`config.mk`:
```
export PLATFORM = sky130hd
export DESIGN_NAME = ncl_front
export DESIGN_NICKNAME = d
export VERILOG_FILES = /design/src/rtl/core/ncl_pkg.sv /design/src/rtl/core/ncl_front.sv
export SDC_FILE = /design/constraint.sdc
export NUM_CORES = 1
export LEC_CHECK = 0
export BUFFER_PORTS_ARGS = -buffer_cell sky130_fd_sc_hd__buf_4
export CAP_MARGIN = 20
export CORE_ASPECT_RATIO = 1.75
export CORE_MARGIN = 8
export CORE_UTILIZATION = 40
export CTS_BUF_LIST = sky130_fd_sc_hd__clkbuf_16
export DETAILED_ROUTE_END_ITERATION = 16
export PLACE_DENSITY = 0.64
export SLEW_MARGIN = 20
export SYNTH_ARGS = -nofsm -noshare
export SYNTH_HDL_FRONTEND = slang
export SYNTH_SLANG_ARGS = --single-unit
```
`constraint.sdc`:
```
create_clock -name clk -period 8.1 [get_ports clk]
set_input_delay 0.81 -clock clk [delete_from_list [all_inputs] [get_ports clk]]
set_output_delay 0.81 -clock clk [all_outputs]
set_load 0.01 [all_outputs]
```
`src/rtl/core/ncl_pkg.sv`:
```
// Shared types and constants for the nearest centerline frame block.
package ncl_pkg;

  // store geometry
  localparam int MAX_POINTS = 1024;
  localparam int IDX_W      = $clog2(MAX_POINTS);
  localparam int CNT_W      = IDX_W + 1;

  // number formats
  localparam int COORD_W    = 32;
  localparam int UNIT_W     = 16;
  localparam int VEC_W      = COORD_W + 2;
  localparam int DIST_W     = 2 * COORD_W + 2;
  localparam int PT_W       = 3 * COORD_W;

  // normalizer widths: magnitudes are brought below 2^31 before squaring
  localparam int MAG_W      = 31;
  localparam int SQ_W       = 2 * MAG_W;
  localparam int SUM_W      = SQ_W + 2;
  localparam int Q_W        = 31;
  localparam int ROOT_W     = 16;

  // item kinds
  localparam logic ACT_LOAD  = 1'b0;
  localparam logic ACT_QUERY = 1'b1;

  // register map
  typedef enum logic [1:0] {
    REG_POINT_COUNT = 2'd0,
    REG_OFFSET_X    = 2'd1,
    REG_OFFSET_Y    = 2'd2,
    REG_OFFSET_Z    = 2'd3
  } reg_idx_t;

  typedef logic signed [COORD_W-1:0] coord_t;
  typedef logic signed [UNIT_W-1:0]  unit_t;
  typedef logic signed [VEC_W-1:0]   vcomp_t;

  // one stored centerline point
  typedef struct packed {
    coord_t z;
    coord_t y;
    coord_t x;
  } point_t;

  // queued work item; loads already carry the offset point
  typedef struct packed {
    logic              action;
    logic [IDX_W-1:0]  index;
    coord_t            x;
    coord_t            y;
    coord_t            z;
    logic [31:0]       tag;
  } item_t;

  // finished query result
  typedef struct packed {
    logic [31:0]      tag;
    logic [IDX_W-1:0] nearest;
    unit_t [2:0]      radial;
    unit_t [2:0]      axial;
    unit_t [2:0]      circ;
    logic             degenerate;
  } res_t;

endpackage

```
`src/rtl/core/ncl_front.sv`:
```
// Front end: config registers, input transfer, offset add and a two-entry item queue.
module ncl_front (
  input  logic                      clk,
  input  logic                      rst_n,
  input  logic                      start,
  output logic                      busy,
  input  logic                      in_action,
  input  logic [ncl_pkg::IDX_W-1:0] in_point_index,
  input  ncl_pkg::coord_t           in_coord_x,
  input  ncl_pkg::coord_t           in_coord_y,
  input  ncl_pkg::coord_t           in_coord_z,
  input  logic [31:0]               in_query_tag,
  input  logic                      cfg_we,
  input  logic [1:0]                cfg_index,
  input  logic [31:0]               cfg_data,
  output logic [ncl_pkg::CNT_W-1:0] point_count,
  output ncl_pkg::item_t            head,
  output logic                      head_valid,
  input  logic                      pop
);

  logic [ncl_pkg::CNT_W-1:0] point_count_r;
  ncl_pkg::coord_t           off_x_r, off_y_r, off_z_r;
  ncl_pkg::item_t            ent_r [2];
  logic                      wp_r, rp_r;
  logic [1:0]                cnt_r, cnt_nxt;
  logic                      acc;
  ncl_pkg::item_t            item;

  // add with saturation to the coordinate range
  function automatic ncl_pkg::coord_t sat_add(ncl_pkg::coord_t a, ncl_pkg::coord_t b);
    logic signed [ncl_pkg::COORD_W:0] s;
    s = {a[ncl_pkg::COORD_W-1], a} + {b[ncl_pkg::COORD_W-1], b};
    if (s[ncl_pkg::COORD_W] != s[ncl_pkg::COORD_W-1]) begin
      sat_add = s[ncl_pkg::COORD_W] ? {1'b1, {(ncl_pkg::COORD_W-1){1'b0}}}
                                    : {1'b0, {(ncl_pkg::COORD_W-1){1'b1}}};
    end else begin
      sat_add = s[ncl_pkg::COORD_W-1:0];
    end
  endfunction

  assign busy        = (cnt_r == 2'd2);
  assign acc         = start && !busy;
  assign head        = ent_r[rp_r];
  assign head_valid  = (cnt_r != 2'd0);
  assign point_count = point_count_r;

  // classify and shape the incoming item
  always_comb begin
    item.action = in_action;
    item.index  = in_point_index;
    item.tag    = in_query_tag;
    if (in_action == ncl_pkg::ACT_LOAD) begin
      item.x = sat_add(in_coord_x, off_x_r);
      item.y = sat_add(in_coord_y, off_y_r);
      item.z = sat_add(in_coord_z, off_z_r);
    end else begin
      item.x = in_coord_x;
      item.y = in_coord_y;
      item.z = in_coord_z;
    end
  end

  assign cnt_nxt = cnt_r + {1'b0, acc} - {1'b0, pop};

  // queue entries
  always_ff @(posedge clk) begin
    if (acc) begin
      ent_r[wp_r] <= item;
    end
  end

  // queue pointers and config registers
  always_ff @(posedge clk) begin
    if (!rst_n) begin
      wp_r          <= 1'b0;
      rp_r          <= 1'b0;
      cnt_r         <= 2'd0;
      point_count_r <= '0;
      off_x_r       <= '0;
      off_y_r       <= '0;
      off_z_r       <= '0;
    end else begin
      cnt_r <= cnt_nxt;
      if (acc) begin
        wp_r <= ~wp_r;
      end
      if (pop) begin
        rp_r <= ~rp_r;
      end
      if (cfg_we) begin
        case (ncl_pkg::reg_idx_t'(cfg_index))
          ncl_pkg::REG_POINT_COUNT: begin
            if (cfg_data[ncl_pkg::CNT_W-1:0] > ncl_pkg::CNT_W'(ncl_pkg::MAX_POINTS)) begin
              point_count_r <= ncl_pkg::CNT_W'(ncl_pkg::MAX_POINTS);
            end else begin
              point_count_r <= cfg_data[ncl_pkg::CNT_W-1:0];
            end
          end
          ncl_pkg::REG_OFFSET_X: off_x_r <= cfg_data;
          ncl_pkg::REG_OFFSET_Y: off_y_r <= cfg_data;
          ncl_pkg::REG_OFFSET_Z: off_z_r <= cfg_data;
          default: ;
        endcase
      end
    end
  end

endmodule

```
==> metrics.log <==
INFO  metric run_status = finished, final reports clean
INFO  metric cts_tree = done
INFO  metric grt_antenna_before_repair = 1
INFO  metric placed_cells = 2797
INFO  metric vdd.ir_drop.worst = 223.6 uV
INFO  metric cts-resized-gates = 0
INFO  metric synth.top_cells.by_area = sky130_fd_sc_hd__edfxtp_1, sky130_fd_sc_hd__dfxtp_1, sky130_fd_sc_hd__mux2_2
INFO  metric yosys_most_used_dff = sky130_fd_sc_hd__edfxtp_1
INFO  metric gr-usage-met2 = 39.20%
INFO  metric effective_utilization_at_floorplan = 40.33%
INFO  metric top_achievable_clock_speed = 195.0 MHz
INFO  metric timing.critical_path.required = 8.50 ns
INFO  metric fraction_of_the_yosys_area_taken_by_sequential_cells = 51.15%
INFO  metric floorplan.die.width = 188.0 um
INFO  metric yosys_top_cell_by_area = sky130_fd_sc_hd__edfxtp_1
INFO  metric timing_max_transition_violations_final = 0
INFO  metric route.final.wire_length = 62770 um
INFO  metric post_layout_nonfiller_instances = 2864
INFO  metric die_h = 317.0 um
INFO  metric worstReg2RegStart = off_z_r[8]$_SDFFE_PN0P_
INFO  metric finalClockSkew = 0.02079 ns
INFO  metric timing.critical_path.fanout_max = 25
INFO  metric grt-busiest-layer = met2
INFO  metric worst_slew_margin_rel = 27.26%
INFO  metric routabilityCongestion = 0.8975
INFO  metric detailed_place_hpwl = 48450 um
INFO  metric first_global_vias = 16550
INFO  metric grt_use_met1 = 21.15%
INFO  metric layout.nets = 2449
INFO  metric crit_arrival = 5.53 ns
INFO  metric wl_per_cell = 21.92 um
INFO  metric core.rowCount = 110
INFO  metric design_power_total = 5.577 mW
INFO  metric tritoncts_num_sinks = 390
INFO  metric timing.final.crit_share = 63.30%
INFO  metric cp_slowest_cell = sky130_fd_sc_hd__nor3_1
INFO  metric postRouteAntennaNets = 0
INFO  metric rsz0062_at_grt = false
INFO  metric worstMarginPinSlew = 1.091 ns
INFO  metric global_route.usage.met3 = 3.709%
INFO  metric route.detailed.drc = 0
INFO  metric cts_buffers = 39
INFO  metric holdBufCountCts = 0
INFO  metric worst_hold_startpoint = in_point_index[5]
INFO  metric clock_tree.root_cell = sky130_fd_sc_hd__clkbuf_16
INFO  metric post_route_cells_drive_above_1_share = 25.97%
INFO  metric clock_tree.htree_level_count = 2
INFO  metric critPathLaunchType = primary input
INFO  metric path_cells = buf_4 -> ha_1 -> and4_1 -> and2_1 -> a211o_1 -> a41oi_2 -> o21ai_1 -> a221oi_2 -> o21ai_0 -> a21o_1 -> xnor2_1 -> ha_1 -> clkinv_1 -> nor3_1 -> a221o_1
INFO  metric utilization = 48.73%
INFO  metric design.die.area = 59590 um^2
INFO  metric seq_cells_post_synth = 390
INFO  metric min_path_type = in -> reg
INFO  metric cts_post_setup_buffers_inserted = 0
INFO  metric ff2ff_path_depth = 14
INFO  metric period_needed = 5.127 ns
INFO  metric clk-insertion-delay-late = 0.55 ns
INFO  metric tns = 0 ns
INFO  metric final-hold-violation-count = 0
INFO  metric asyncSetResetFlopFracSynth = 0%
INFO  metric critical_path.max_stage_delay = 0.75 ns
INFO  metric mappedNetlistArea = 20700 um^2
INFO  metric drt_iter0_drc = 697
INFO  metric postSynthNetCount = 2160
INFO  metric cts.path.max_buffers = 3
INFO  metric yosys.area.top_type_share = 40.32%
INFO  metric port_buffers = 329
INFO  metric regToRegSetupSlack = 3.05 ns
INFO  metric worstSetupPathType = in -> reg
INFO  metric io_pins = 330
INFO  metric max-cap-violations = 0
INFO  metric post_synth_inst_count = 1877
INFO  metric timing.final.setup_violations = 0
INFO  metric worst_setup_path_end_kind = flop
INFO  metric leakage_dissipation = 9.892 nW
INFO  metric grt_util_all_layers = 20.37%
INFO  metric grt_start_max_net_pins = 113
INFO  metric p_per_area = 222.9 nW/um^2
INFO  metric synth_top_cells_by_count = sky130_fd_sc_hd__nand2_1, sky130_fd_sc_hd__edfxtp_1, sky130_fd_sc_hd__mux2_2
INFO  metric synth-warning-count = 0
INFO  metric worst_hold_path.num_cells = 1
INFO  metric detailedRoute.firstPassIterationCount = 4
INFO  metric synth_most_common_cell = sky130_fd_sc_hd__nand2_1
INFO  metric worst_hold_path.endpoint = ent_r[0][133]$_DFFE_PP_
INFO  metric edff_count_synth = 278
INFO  metric routed-via-count = 15550
INFO  metric synth.lib_cells_used.distinct = 81
INFO  metric synth_area_per_cell = 11.03 um^2
INFO  metric final.hold.worst_slack = 0.4525 ns
INFO  metric overflow = 0
INFO  metric first_pass_grt_wire_length = 94900 um
INFO  metric floorplan.core_area = 51340 um^2
INFO  metric areaGrowthSynthToFinish = 20.83%
INFO  metric reg2reg_to = ent_r[0][57]$_DFFE_PP_
INFO  metric vias_per_cell = 5.430
INFO  metric timing.critical_path.mode_cell = sky130_fd_sc_hd__ha_1
INFO  metric path_clk_slew = 0.06 ns
[state kept, by name (all words and copies together), names as in the netlist, named ones only]
register,cells
ent_r,278
off_x_r,32
off_y_r,32
off_z_r,32
point_count,11
cnt_r,2
rp_r,1
wp_r,1
[report_power, final]
part           switching [mW]  internal [mW]
Combinational           0.689          0.546
Sequential             0.0708           2.43
Clock                   0.768           1.07
Total                    1.53           4.05
[logic make-up (layout without fill, tap and decap cells)]
| kind of cell | count (synthesis) | in the layout | share of synthesized area (%) |
|---|---|---|---|
| fa+ha+maj | 105 | 105 | 6.454 |
| simple gates | 504 | 504 | 11.05 |
| mux | 148 | 148 | 8.031 |
| xor+xnor | 85 | 85 | 3.596 |
| other cells | 0 | 1 | 0 |
| compound gates | 505 | 505 | 16.91 |
| buf+inv | 140 | 454 | 2.804 |
| flops | 390 | 390 | 51.15 |
[how the worst max path moves through the flow]
stage,startpoint,end,cells after the start
2_1_floorplan,start,ent_r[0][0]$_DFFE_PP_,2
3_3_place_gp,in_coord_z[8],ent_r[0][59]$_DFFE_PP_,15
3_5_place_dp,in_coord_z[8],ent_r[0][57]$_DFFE_PP_,15
4_1_cts,in_coord_z[8],ent_r[0][57]$_DFFE_PP_,15
5_1_grt,in_coord_y[1],ent_r[1][93]$_DFFE_PP_,17
6_report,in_coord_z[8],ent_r[0][57]$_DFFE_PP_,15
[stage by stage]
stage                     setup slack, ns  instance area [um^2]
final                               2.973                 25020
after global routing                2.417                 25020
after CTS                           3.006                 25010
after detailed placement            2.457                 23730
after global placement              2.576                 23720
after floorplan                    0.7754                 20700
[layout make-up]
class | count | area, um^2
antenna | 1 | 2.502
clock buffer | 41 | 1026
clock inverter | 25 | 256.5
fill | 4830 | 26320
inverter | 46 | 172.7
multi-input combinational | 1347 | 9558
sequential | 390 | 10590
tap | 672 | 840.8
timing repair buffer | 342 | 2567
[worst max-delay path, delay by kind of cell]
kind	cells	cell delay, ns
xor gates and xnor gates	1	0.13
AOI/OAI and AO/OA	7	1.88
buffers and inverters	2	0.77
adders and majority gates	2	0.79
and+or+nand+nor	3	1.13
[per-layer routing]
layer	up-vias	part of all wire, %
met1	7514	37
met4	0	4.3
met5	-	0
li1	7508	-
met3	122	4.6
met2	407	54
[cells in the final DEF, fill, tap and decap left out, types with 15 or more instances in the layout]
cell type                   Yosys  final
sky130_fd_sc_hd__nand2_1      286    286
sky130_fd_sc_hd__a211oi_1      22     22
sky130_fd_sc_hd__a21boi_0     100    100
sky130_fd_sc_hd__dfxtp_1      112    111
sky130_fd_sc_hd__a21oi_1      109    109
sky130_fd_sc_hd__nor3_1        15     15
sky130_fd_sc_hd__edfxtp_1     278    278
sky130_fd_sc_hd__o21a_1        21     21
sky130_fd_sc_hd__xnor2_1       56     56
sky130_fd_sc_hd__o21ai_0       57     57
sky130_fd_sc_hd__o211ai_1      19     19
sky130_fd_sc_hd__a21o_1        49     49
sky130_fd_sc_hd__mux2_2       145    145
sky130_fd_sc_hd__buf_4          0    342
sky130_fd_sc_hd__inv_1         43     49
sky130_fd_sc_hd__nor2_1        66     64
sky130_fd_sc_hd__ha_1         102    102
sky130_fd_sc_hd__nor2b_1       23     23
sky130_fd_sc_hd__nand3_1       24     24
sky130_fd_sc_hd__clkbuf_16      0     41
sky130_fd_sc_hd__a2bb2oi_1     31     31
sky130_fd_sc_hd__xor2_1        29     29
(Power assumes the default switching activity.)
